<file path="config.mk">
export PLATFORM = sky130hd
export DESIGN_NAME = centered_binomial_sampler
export DESIGN_NICKNAME = d
export VERILOG_FILES = /design/src/rtl/cbs_pkg.sv /design/src/rtl/centered_binomial_sampler.sv /design/src/rtl/cbs_front.sv /design/src/rtl/cbs_queue.sv /design/src/rtl/cbs_back.sv
export SDC_FILE = /design/constraint.sdc
export NUM_CORES = 1
export LEC_CHECK = 0
export BUFFER_PORTS_ARGS = -buffer_cell sky130_fd_sc_hd__clkbuf_2
export CORE_MARGIN = 2
export CORE_UTILIZATION = 44
export DETAILED_ROUTE_END_ITERATION = 7
export HOLD_SLACK_MARGIN = 0.05
export MAX_ROUTING_LAYER = met4
export SYNTH_ARGS = -nofsm -noshare
export SYNTH_HDL_FRONTEND = slang
export SYNTH_HIERARCHICAL = 1
export SYNTH_SLANG_ARGS = --single-unit
export TNS_END_PERCENT = 30
</file>
<file path="constraint.sdc">
create_clock -name clock -period 4.6 [get_ports clock]
set_input_delay 0.46 -clock clock [delete_from_list [all_inputs] [get_ports clock]]
set_output_delay 0.46 -clock clock [all_outputs]
set_load 0.02 [all_outputs]
</file>
<file path="src/rtl/cbs_pkg.sv">
// cbs_pkg: shared types, constants and helpers of the centered binomial sampler
// used by cbs_front, cbs_queue, cbs_back and centered_binomial_sampler
package cbs_pkg;

   localparam int POLY_LENGTH = 256;
   localparam int CNT_W       = $clog2(POLY_LENGTH);
   localparam int QUEUE_DEPTH = 4;
   localparam int QPTR_W      = $clog2(QUEUE_DEPTH);
   localparam int QCNT_W      = $clog2(QUEUE_DEPTH + 1);

   localparam int ETA_W     = 3;
   localparam int BYTE_W    = 8;
   localparam int COEFF_W   = 4;
   localparam int INDEX_W   = 8;

   localparam logic [ETA_W-1:0] ETA_RESET = 3'd2;
   localparam logic [ETA_W-1:0] ETA_TWO   = 3'd2;
   localparam logic [ETA_W-1:0] ETA_THREE = 3'd3;

   localparam logic [CNT_W-1:0] LAST_POS = CNT_W'(POLY_LENGTH - 1);

   typedef enum logic [1:0] {
      ETA_SEL_2,
      ETA_SEL_3,
      ETA_SEL_4
   } eta_sel_type;

   // one sampled coefficient as it leaves the block
   typedef struct packed {
      logic signed [COEFF_W-1:0] coefficient;
      logic [INDEX_W-1:0]        coeff_index;
      logic                      end_of_poly;
   } coeff_type;

   // everything one input byte produces: one or two coefficients
   typedef struct packed {
      logic      two;
      coeff_type first;
      coeff_type second;
   } record_type;

   function automatic logic [2:0] ones4(input logic [3:0] v);
      ones4 = 3'({2'b0, v[0]} + {2'b0, v[1]} + {2'b0, v[2]} + {2'b0, v[3]});
   endfunction

   // difference of two popcounts, both halves zero padded to four bits
   function automatic logic signed [COEFF_W-1:0] cbd(input logic [3:0] lo,
                                                     input logic [3:0] hi);
      cbd = signed'(COEFF_W'({1'b0, ones4(lo)}) - COEFF_W'({1'b0, ones4(hi)}));
   endfunction

   function automatic logic [INDEX_W-1:0] to_index(input logic [CNT_W-1:0] c);
      logic [CNT_W+INDEX_W-1:0] w;
      w = {{INDEX_W{1'b0}}, c};
      to_index = w[INDEX_W-1:0];
   endfunction

endpackage

</file>
<file path="src/rtl/centered_binomial_sampler.sv">
// centered_binomial_sampler: top level, front stage, record queue, back stage
// depends on cbs_pkg, cbs_front, cbs_queue, cbs_back
//
// Random bytes go in through push/full, one per cycle while full is low; each
// byte yields one or two signed coefficients (eta 2: two, eta 4: one, eta 3:
// one or two with bits carried between bytes) that come out through empty/pop
// one per transfer. The front stage does all of a byte's work in its cycle of
// entry; a four-record queue lets input and output stall on their own. The
// output port moves one coefficient per cycle while pop is high, so sustained
// input of one byte per cycle holds only for eta 4, as eta 2 and 3 bytes can
// yield two. A result is queued when its byte is taken and leaves after older ones.
// Write eta through csr_valid/csr_ready only while no results are pending.
module centered_binomial_sampler (
   input  logic                               clock,
   input  logic                               reset,
   input  logic                               push,
   output logic                               full,
   input  logic [cbs_pkg::BYTE_W-1:0]         req_rand_byte,
   output logic                               empty,
   input  logic                               pop,
   output logic signed [cbs_pkg::COEFF_W-1:0] rsp_coefficient,
   output logic [cbs_pkg::INDEX_W-1:0]        rsp_coeff_index,
   output logic                               rsp_end_of_poly,
   output logic                               rsp_last_in_run,
   input  logic                               csr_valid,
   output logic                               csr_ready,
   input  logic [cbs_pkg::ETA_W-1:0]          csr_eta
);
   import cbs_pkg::*;

   record_type new_record;
   record_type head_record;
   logic       accept;
   logic       head_empty;
   logic       head_pop;

   assign accept = push && !full;

   cbs_front u_front (
      .clock     (clock),
      .reset     (reset),
      .accept    (accept),
      .rand_byte (req_rand_byte),
      .csr_valid (csr_valid),
      .csr_ready (csr_ready),
      .csr_eta   (csr_eta),
      .record    (new_record)
   );

   cbs_queue u_queue (
      .clock   (clock),
      .reset   (reset),
      .wr_en   (accept),
      .wr_data (new_record),
      .full    (full),
      .rd_en   (head_pop),
      .rd_data (head_record),
      .empty   (head_empty)
   );

   cbs_back u_back (
      .clock           (clock),
      .reset           (reset),
      .head            (head_record),
      .head_empty      (head_empty),
      .head_pop        (head_pop),
      .empty           (empty),
      .pop             (pop),
      .rsp_coefficient (rsp_coefficient),
      .rsp_coeff_index (rsp_coeff_index),
      .rsp_end_of_poly (rsp_end_of_poly),
      .rsp_last_in_run (rsp_last_in_run)
   );

endmodule

</file>
<file path="src/rtl/cbs_front.sv">
// cbs_front: takes random bytes, keeps the carried bits and the coefficient
// counter, and builds one record per byte; depends on cbs_pkg
module cbs_front (
   input  logic                        clock,
   input  logic                        reset,
   input  logic                        accept,
   input  logic [cbs_pkg::BYTE_W-1:0]  rand_byte,
   input  logic                        csr_valid,
   output logic                        csr_ready,
   input  logic [cbs_pkg::ETA_W-1:0]   csr_eta,
   output cbs_pkg::record_type         record
);
   import cbs_pkg::*;

   logic [ETA_W-1:0] eta_ff, eta_in;
   logic [3:0]       carry_bits_ff, carry_bits_in;
   logic [2:0]       carry_count_ff, carry_count_in;
   logic [CNT_W-1:0] coeff_count_ff, coeff_count_in;

   eta_sel_type      eta_sel;
   logic [3:0]       cb_eff;
   logic [2:0]       cc_eff;
   logic [11:0]      stream;
   logic [CNT_W-1:0] count_plus1;
   logic             end0, end1;
   logic             two_raw;

   assign csr_ready = 1'b1;

   always_comb begin
      eta_in = eta_ff;
      if (csr_valid) begin
         eta_in = csr_eta;
      end
   end

   always_comb begin
      if (eta_ff <= ETA_TWO) begin
         eta_sel = ETA_SEL_2;
      end else if (eta_ff == ETA_THREE) begin
         eta_sel = ETA_SEL_3;
      end else begin
         eta_sel = ETA_SEL_4;
      end
   end

   always_comb begin
      cb_eff = (eta_sel == ETA_SEL_3) ? carry_bits_ff : 4'd0;
      cc_eff = (eta_sel == ETA_SEL_3) ? carry_count_ff : 3'd0;
      stream = {8'd0, cb_eff} | ({4'd0, rand_byte} << cc_eff);
      count_plus1 = coeff_count_ff + 1'b1;
      end0 = (coeff_count_ff == LAST_POS);
      end1 = (count_plus1 == LAST_POS);

      record = '0;
      two_raw = 1'b0;
      case (eta_sel)
         ETA_SEL_2: begin
            two_raw = 1'b1;
            record.first.coefficient  = cbd({2'b0, stream[1:0]}, {2'b0, stream[3:2]});
            record.second.coefficient = cbd({2'b0, stream[5:4]}, {2'b0, stream[7:6]});
         end
         ETA_SEL_3: begin
            two_raw = (cc_eff == 3'd4);
            record.first.coefficient  = cbd({1'b0, stream[2:0]}, {1'b0, stream[5:3]});
            record.second.coefficient = cbd({1'b0, stream[8:6]}, {1'b0, stream[11:9]});
         end
         default: begin
            two_raw = 1'b0;
            record.first.coefficient  = cbd(stream[3:0], stream[7:4]);
         end
      endcase
      // a polynomial ending on the first coefficient drops the rest of the byte
      record.two = two_raw && !end0;
      record.first.coeff_index  = to_index(coeff_count_ff);
      record.first.end_of_poly  = end0;
      record.second.coeff_index = to_index(count_plus1);
      record.second.end_of_poly = end1;
   end

   always_comb begin
      coeff_count_in = coeff_count_ff;
      carry_bits_in  = carry_bits_ff;
      carry_count_in = carry_count_ff;
      if (accept) begin
         if (end0) begin
            coeff_count_in = '0;
            carry_bits_in  = 4'd0;
            carry_count_in = 3'd0;
         end else if (two_raw) begin
            coeff_count_in = end1 ? '0 : CNT_W'(coeff_count_ff + 2'd2);
            carry_bits_in  = 4'd0;
            carry_count_in = 3'd0;
         end else if (eta_sel == ETA_SEL_3) begin
            coeff_count_in = count_plus1;
            carry_bits_in  = stream[9:6];
            carry_count_in = 3'(cc_eff + 3'd2);
         end else begin
            coeff_count_in = count_plus1;
            carry_bits_in  = 4'd0;
            carry_count_in = 3'd0;
         end
      end
   end

   always_ff @(posedge clock) begin
      if (reset) begin
         eta_ff         <= ETA_RESET;
         carry_bits_ff  <= 4'd0;
         carry_count_ff <= 3'd0;
         coeff_count_ff <= '0;
      end else begin
         eta_ff         <= eta_in;
         carry_bits_ff  <= carry_bits_in;
         carry_count_ff <= carry_count_in;
         coeff_count_ff <= coeff_count_in;
      end
   end

endmodule

</file>
<file path="src/rtl/cbs_queue.sv">
// cbs_queue: short queue of per-byte records between front and back
// depends on cbs_pkg
module cbs_queue (
   input  logic                clock,
   input  logic                reset,
   input  logic                wr_en,
   input  cbs_pkg::record_type wr_data,
   output logic                full,
   input  logic                rd_en,
   output cbs_pkg::record_type rd_data,
   output logic                empty
);
   import cbs_pkg::*;

   record_type        slot_ff [QUEUE_DEPTH];
   logic [QPTR_W-1:0] wr_ptr_ff, wr_ptr_in;
   logic [QPTR_W-1:0] rd_ptr_ff, rd_ptr_in;
   logic [QCNT_W-1:0] fill_ff, fill_in;
   logic              do_wr, do_rd;

   assign full    = (fill_ff == QCNT_W'(QUEUE_DEPTH));
   assign empty   = (fill_ff == '0);
   assign rd_data = slot_ff[rd_ptr_ff];

   always_comb begin
      do_wr = wr_en && !full;
      do_rd = rd_en && !empty;
      wr_ptr_in = wr_ptr_ff;
      rd_ptr_in = rd_ptr_ff;
      fill_in   = fill_ff;
      if (do_wr) begin
         wr_ptr_in = (wr_ptr_ff == QPTR_W'(QUEUE_DEPTH - 1)) ? '0 : wr_ptr_ff + 1'b1;
      end
      if (do_rd) begin
         rd_ptr_in = (rd_ptr_ff == QPTR_W'(QUEUE_DEPTH - 1)) ? '0 : rd_ptr_ff + 1'b1;
      end
      if (do_wr && !do_rd) begin
         fill_in = fill_ff + 1'b1;
      end else if (do_rd && !do_wr) begin
         fill_in = fill_ff - 1'b1;
      end
   end

   always_ff @(posedge clock) begin
      if (do_wr) begin
         slot_ff[wr_ptr_ff] <= wr_data;
      end
   end

   always_ff @(posedge clock) begin
      if (reset) begin
         wr_ptr_ff <= '0;
         rd_ptr_ff <= '0;
         fill_ff   <= '0;
      end else begin
         wr_ptr_ff <= wr_ptr_in;
         rd_ptr_ff <= rd_ptr_in;
         fill_ff   <= fill_in;
      end
   end

endmodule

</file>
<file path="src/rtl/cbs_back.sv">
// cbs_back: hands out the coefficients of the head record one per transfer
// depends on cbs_pkg
module cbs_back (
   input  logic                               clock,
   input  logic                               reset,
   input  cbs_pkg::record_type                head,
   input  logic                               head_empty,
   output logic                               head_pop,
   output logic                               empty,
   input  logic                               pop,
   output logic signed [cbs_pkg::COEFF_W-1:0] rsp_coefficient,
   output logic [cbs_pkg::INDEX_W-1:0]        rsp_coeff_index,
   output logic                               rsp_end_of_poly,
   output logic                               rsp_last_in_run
);
   import cbs_pkg::*;

   logic      second_ff, second_in;
   coeff_type sel;
   logic      take;

   assign empty = head_empty;
   assign take  = pop && !head_empty;

   always_comb begin
      sel = second_ff ? head.second : head.first;
      rsp_coefficient = sel.coefficient;
      rsp_coeff_index = sel.coeff_index;
      rsp_end_of_poly = sel.end_of_poly;
      rsp_last_in_run = second_ff || !head.two;
      head_pop  = 1'b0;
      second_in = second_ff;
      if (take) begin
         if (head.two && !second_ff) begin
            second_in = 1'b1;
         end else begin
            second_in = 1'b0;
            head_pop  = 1'b1;
         end
      end
   end

   always_ff @(posedge clock) begin
      if (reset) begin
         second_ff <= 1'b0;
      end else begin
         second_ff <= second_in;
      end
   end

endmodule

</file>
### After elaboration in Yosys (flattened, before gate mapping)

Memories as Yosys holds them, arrays and structs flattened. A register that Yosys moved wholly into a read port is not among the register bits.
Cells that the tools add are included.

| word-level totals | value |
|---|---|
| input bits | 16 |
| memory bits (writable) | 108 |
| word-level logic and storage cells | 92 |
| bits in registers | 26 |
| memories | 1 |
| output and inout port bits | 17 |

Memories:

| name | words | bits a word | read ports | clocked after Yosys merged registers in | write ports | RTL line | RTL |
|---|---|---|---|---|---|---|---|
| u_queue.slot_ff | 4 | 27 | 1 | 1 | 1 | cbs_queue.sv:15 | `record_type slot_ff [QUEUE_DEPTH];` |

| cells by class | value |
|---|---|
| $lt $le $gt $ge | 1 |
| equality and inequality tests | 8 |
| bitwise operators | 1 |
| reductions and logical operators | 19 |
| $add $sub $neg | 25 |
| shift-type cells | 1 |
| multiplexer cells | 28 |

Operator list:

| kind | number |
|---|---|
| $mux 8 | 3 |
| $add 3x1->3 | 7 |
| $sub 3x3->4 | 5 |
| $mux 3 | 6 |
| $eq 8x8->1 const B | 2 |
| $mux 4 | 4 |
| $pmux 4 s2 | 2 |
| $mux 13 | 1 |
| $add 1x1->2 | 6 |
| $mux 2 | 6 |
| $or 4x12->12 | 1 |
| $shl 8x3->12 | 1 |
| $add 8x1->8 const B | 1 |
| $add 8x2->8 const B | 1 |
| $logic_and 1x1->1 | 8 |
| $logic_not 1->1 | 7 |
| $eq 3x3->1 const B | 2 |
| $mux 1 | 5 |
| $add 2x1->2 const B | 2 |
| $eq 2x2->1 const B | 2 |
| $add 3x1->3 const B | 1 |
| $add 3x2->3 const B | 1 |
| $eq 3x2->1 const B | 1 |
| $le 3x2->1 const B | 1 |
| other kinds (7) | 7 |

### Depth between registers and ports, before layout

| logic depth | value |
|---|---|
| depth in word-level cells | 12 |
| depth in mapped cells | 16 |
| mapped depth without buffers | 15 |

### Hierarchy

Netlist, hierarchy kept.

By module, submodules not included:

| module | seq. area each (µm²) | times used | area each (µm²) | cells an instance |
|---|---|---|---|---|
| cbs_queue | 3,423.3 | 1 | 4,399.2 | 191 |
| cbs_front | 360.3 | 1 | 2,314.7 | 291 |
| cbs_back | 20.0 | 1 | 237.7 | 22 |
| centered_binomial_sampler | 0.0 | 1 | 13.8 | 1 |

### Worst setup path before layout

No wires, ideal clock.

| timing path | value |
|---|---|
| path type | flip-flop to flip-flop |
| from | reg u_front.eta_ff[2] |
| to | mem u_queue/slot_ff[0][24] (netlist name), data pin |
| slack | 688 ps |
| data required time | 4,421 ps |
| stages on the path, launching flop included | 14 |
| data arrival time | 3,733 ps |
| buffers on the path | 2 |
| setup time | 179 ps |
| clock period less this slack | 3,912 ps |
| cells stage by stage | dfxtp_1 > buf_6 > and3b_1 > and2_1 > buf_6 > o31ai_1 > fa_1 > ha_1 > fa_1 > fa_1 > a21oi_1 > fa_1 > xor2_1 > a21oi_1 |

RTL lines:

| element | RTL line | RTL |
|---|---|---|
| start, declared | cbs_front.sv:15 | `logic [ETA_W-1:0] eta_ff, eta_in;` |
| start signal, assigned | cbs_front.sv:113 | `eta_ff <= eta_in;` |
| end, declared | cbs_queue.sv:15 |  |

==> metrics <==
run status=complete, no violations; net load switching power=approximately 0.0011 W; row count=45; Post-Layout Inst Area=7834 um2; worst endpoint required time=4810 ps; slowest cell on the critical path=sky130_fd_sc_hd__fa_1; wire length per cell after detailed routing=17.76 um; worst voltage drop across the vdd grid=0.0002374 V; share of total power in the clock network=33.8%; list of cells traversed by the critical path=buf_4, nand3b_1, nand2_1, o221ai_1, a22oi_2, inv_1, fa_1, ha_1, fa_1, fa_1, a21oi_1, fa_1, a21oi_1; Initial Utilization=45.48%; number of vias per cell after detailed routing=approximately 5.5; number of distinct standard cells referenced by the synthesized netlist=70; deepest clock path buffer count=2; height of the chip=129.8 um; post-route minimum period=4339 ps; Antenna Nets Post-Route=0; Tot GR Track Use=approximately 18%; Die Area=16850 um2; reported leakage power=around 2.9 nW; IO Count=33; minimum hold slack=267.5 ps; type of the worst min-delay path=in2reg; Total Negative Setup Slacks=0 ps; number of buffers added by the clock tree synthesis step=17; die width=approximately 130 um; Highest Clock Rate=0.2304 GHz; number of antenna violations at the first check in global routing=0; number of nets in the layout=a little under 600; number of synthesized flops with an enable pin=108; input/output buffers=31; fraction of the cycle the final worst path needs=94.34%; post-CTS repair timing setup buffer count=0; commonest non-fill, non-tap cell in the layout=sky130_fd_sc_hd__edfxtp_1; CP dominant cell by count=sky130_fd_sc_hd__fa_1; CP bufs+invs=2; Clock Root Buffer=sky130_fd_sc_hd__clkbuf_16; global-route wire length before repair=22000 um; number of hold violations in the final report=0; number of fill cells in the layout=approximately 1300; number of H-tree levels=4; share of synthesized registers carrying an async set or reset=0%; Clock Sinks=136; via count of the first global-routing pass=4110; transition time of the tightest slew-check pin=858.2 ps; post-synthesis instance area=6965 um2; CP arrival=4550 ps; Skew-Pair Late Insertion Delay=roughly 420 ps; kind of cell adding the most delay to the critical path=adder cells; total internal power=0.002805 W; Most used DFF post-synth=sky130_fd_sc_hd__edfxtp_1; setup repair after global routing missed its margin=no; overflow left after global routing=0; total cell area at the placement stage=7253 um2; total of endpoints with negative setup slack in the final report=0; number of optimization iterations in the first detailed-route pass=4; Comb power frac=23.9%; mean instance size in the synthesized netlist=13.79 um2; via count=4143; headroom to the max-slew limit=a little over two fifths; Post-Syn Instances=505; total DRC errors in the routed layout=0; max capacitance violation total=0; YS warnings=6; Clock Skew=~10 ps; switching share of power=28.06%; endpoint type of the worst setup path=flop; final wirelength=between 10000 and 15000 um; Final GP Congestion=0.9490; sequential element share of the synthesized area=a little over half; HPWL after detailed placement=8832 um; sequential power share=a little over two fifths; synthesis-to-finish area growth=12.47%; worst-path maximum fanout=15; clock tree from TritonCTS=yes; nets in the synthesized netlist=560; cell area power density=between 400 and 500 nW/um2; Core Box Area=15310 um2; Critical Setup Path Class=reg2reg; number of synthesized register bits=136; fraction of final layout cells with drive strength greater than 1=a little under a quarter; final number of max-transition violations=0; Worst path max stage delay=520 ps; DR iter-0 viols=291; antenna diode instance count=0; register clock-pin slew on the reported worst setup and hold paths=60 ps; most used cells in the layout excluding fill and tap cells=sky130_fd_sc_hd__edfxtp_1 (108), sky130_fd_sc_hd__clkbuf_2 (31), sky130_fd_sc_hd__inv_1 (30), sky130_fd_sc_hd__nand2_1 (29); maximum number of pins on one net before global-route repair=28; category of the worst setup path launch point=flop
==> worst paths after layout <==
check                             end  slack [ps]  cells past startpoint                     start
max            u_queue/slot_ff[0][23]         260                     13         u_front/eta_ff[2]
min                 u_front/eta_ff[1]         270                      3                csr_eta[1]
max reg2reg    u_queue/slot_ff[0][23]         260                     13         u_front/eta_ff[2]
min reg2reg  u_front/carry_bits_ff[1]         470                      2  u_front/carry_bits_ff[1]
==> power groups by stage <==
stage | logic (W) | registers (W) | clock network, W
floorplan | 0.000747 | 0.00163 | 0
global placement | 0.000931 | 0.00167 | 0
detailed placement | 0.000945 | 0.00168 | 0
CTS | 0.000951 | 0.00165 | 0.00135
global route | 0.00103 | 0.00167 | 0.00140
finish | 0.000934 | 0.00165 | 0.00132
==> per-layer routing <==
| layer | up-vias | global-route usage (%) | wire length [um] |
|---|---|---|---|
| met1 | 2050 | 23.99 | 6418 |
| met3 | 24 | 3.198 | 473 |
| met2 | 107 | 26.39 | 6281 |
| li1 | 1962 | - | - |
| met5 | - | - | 0 |
| met4 | 0 | 8.223 | 270 |
==> worst min-delay path, cell delays in order <==
cell and delay, ps:
sky130_fd_sc_hd__clkbuf_2 80, sky130_fd_sc_hd__mux2i_1 50, sky130_fd_sc_hd__nand2_1 60
==> sequential cells by signal, summed over array words and instances, names as in the netlist, named ones only <==
register,cells
u_queue/rd_ptr_ff,2
u_front/carry_bits_ff,4
u_queue/wr_ptr_ff,2
u_back/second_ff,1
u_front/coeff_count_ff,8
u_front/eta_ff,3
u_queue/slot_ff,108
u_front/carry_count_ff,3
u_queue/fill_ff,3
==> repair_timing <==
action	CTS	global route
gates resized for setup	0	2
hold buffers	0	0
endpoints found under the setup margin	0	8
==> stage by stage <==
stage,std cells,util (%),total power (W),setup slack [ps]
2_1_floorplan,505,-,0.002381,687.7
3_3_place_gp,725,47.36,0.002596,386.2
3_5_place_dp,725,47.36,0.002623,199.5
4_1_cts,757,51.09,0.003949,179.6
5_1_grt,757,51.15,0.004098,55.99
6_report,757,51.15,0.003899,260.5
==> cells by family (layout without fill, tap and decap cells) <==
family,after synthesis,count (layout),synth area share (%)
simple gates,114,114,8.766
flops,136,136,54.61
xor+xnor,11,11,1.383
other cells,1,1,0.05384
compound gates,81,81,7.976
mux,62,62,14.19
buf+inv,61,102,4.724
fa+ha+maj,39,39,8.299
==> cell type report <==
cell class	count	area (um2)	share of cell area (%)
inverter	32	138.9	1.773
clock inverter	11	130.1	1.661
multi-input combinational	308	2848	36.35
sequential	136	3805	48.57
timing repair buffer	38	207.7	2.651
tap	211	264.0	3.370
clock buffer	21	440.4	5.622
==> cell usage after synthesis (3+ instances only) <==
cell type	instances	share of area (%)
sky130_fd_sc_hd__a211oi_1	3	0.32
sky130_fd_sc_hd__a21o_1	3	0.32
sky130_fd_sc_hd__a21oi_1	17	1.2
sky130_fd_sc_hd__a22o_1	4	0.50
sky130_fd_sc_hd__a31oi_1	6	0.54
sky130_fd_sc_hd__and3_1	9	0.81
sky130_fd_sc_hd__buf_2	7	0.50
sky130_fd_sc_hd__buf_4	7	0.75
sky130_fd_sc_hd__buf_6	6	0.97
sky130_fd_sc_hd__clkbuf_1	7	0.38
sky130_fd_sc_hd__dfxtp_1	28	8.0
sky130_fd_sc_hd__edfxtp_1	108	47
sky130_fd_sc_hd__fa_1	12	3.4
sky130_fd_sc_hd__ha_1	27	4.8
sky130_fd_sc_hd__inv_1	30	1.6
sky130_fd_sc_hd__mux2_2	15	2.4
sky130_fd_sc_hd__mux2i_1	17	2.4
sky130_fd_sc_hd__mux4_2	27	8.7
sky130_fd_sc_hd__nand2_1	29	1.6
sky130_fd_sc_hd__nand2b_1	3	0.27
sky130_fd_sc_hd__nand3_1	13	0.93
sky130_fd_sc_hd__nand4b_1	3	0.38
sky130_fd_sc_hd__nor2_1	20	1.1
sky130_fd_sc_hd__nor2b_1	4	0.36
sky130_fd_sc_hd__nor3_1	8	0.57
sky130_fd_sc_hd__o21a_1	4	0.43
sky130_fd_sc_hd__o21ai_0	15	1.1
sky130_fd_sc_hd__o21ai_1	4	0.29
sky130_fd_sc_hd__o31ai_1	4	0.43
sky130_fd_sc_hd__or3_1	5	0.45
sky130_fd_sc_hd__xnor2_1	3	0.38
sky130_fd_sc_hd__xor2_1	8	1.0
No activity file was read; power rests on OpenSTA's default activity.
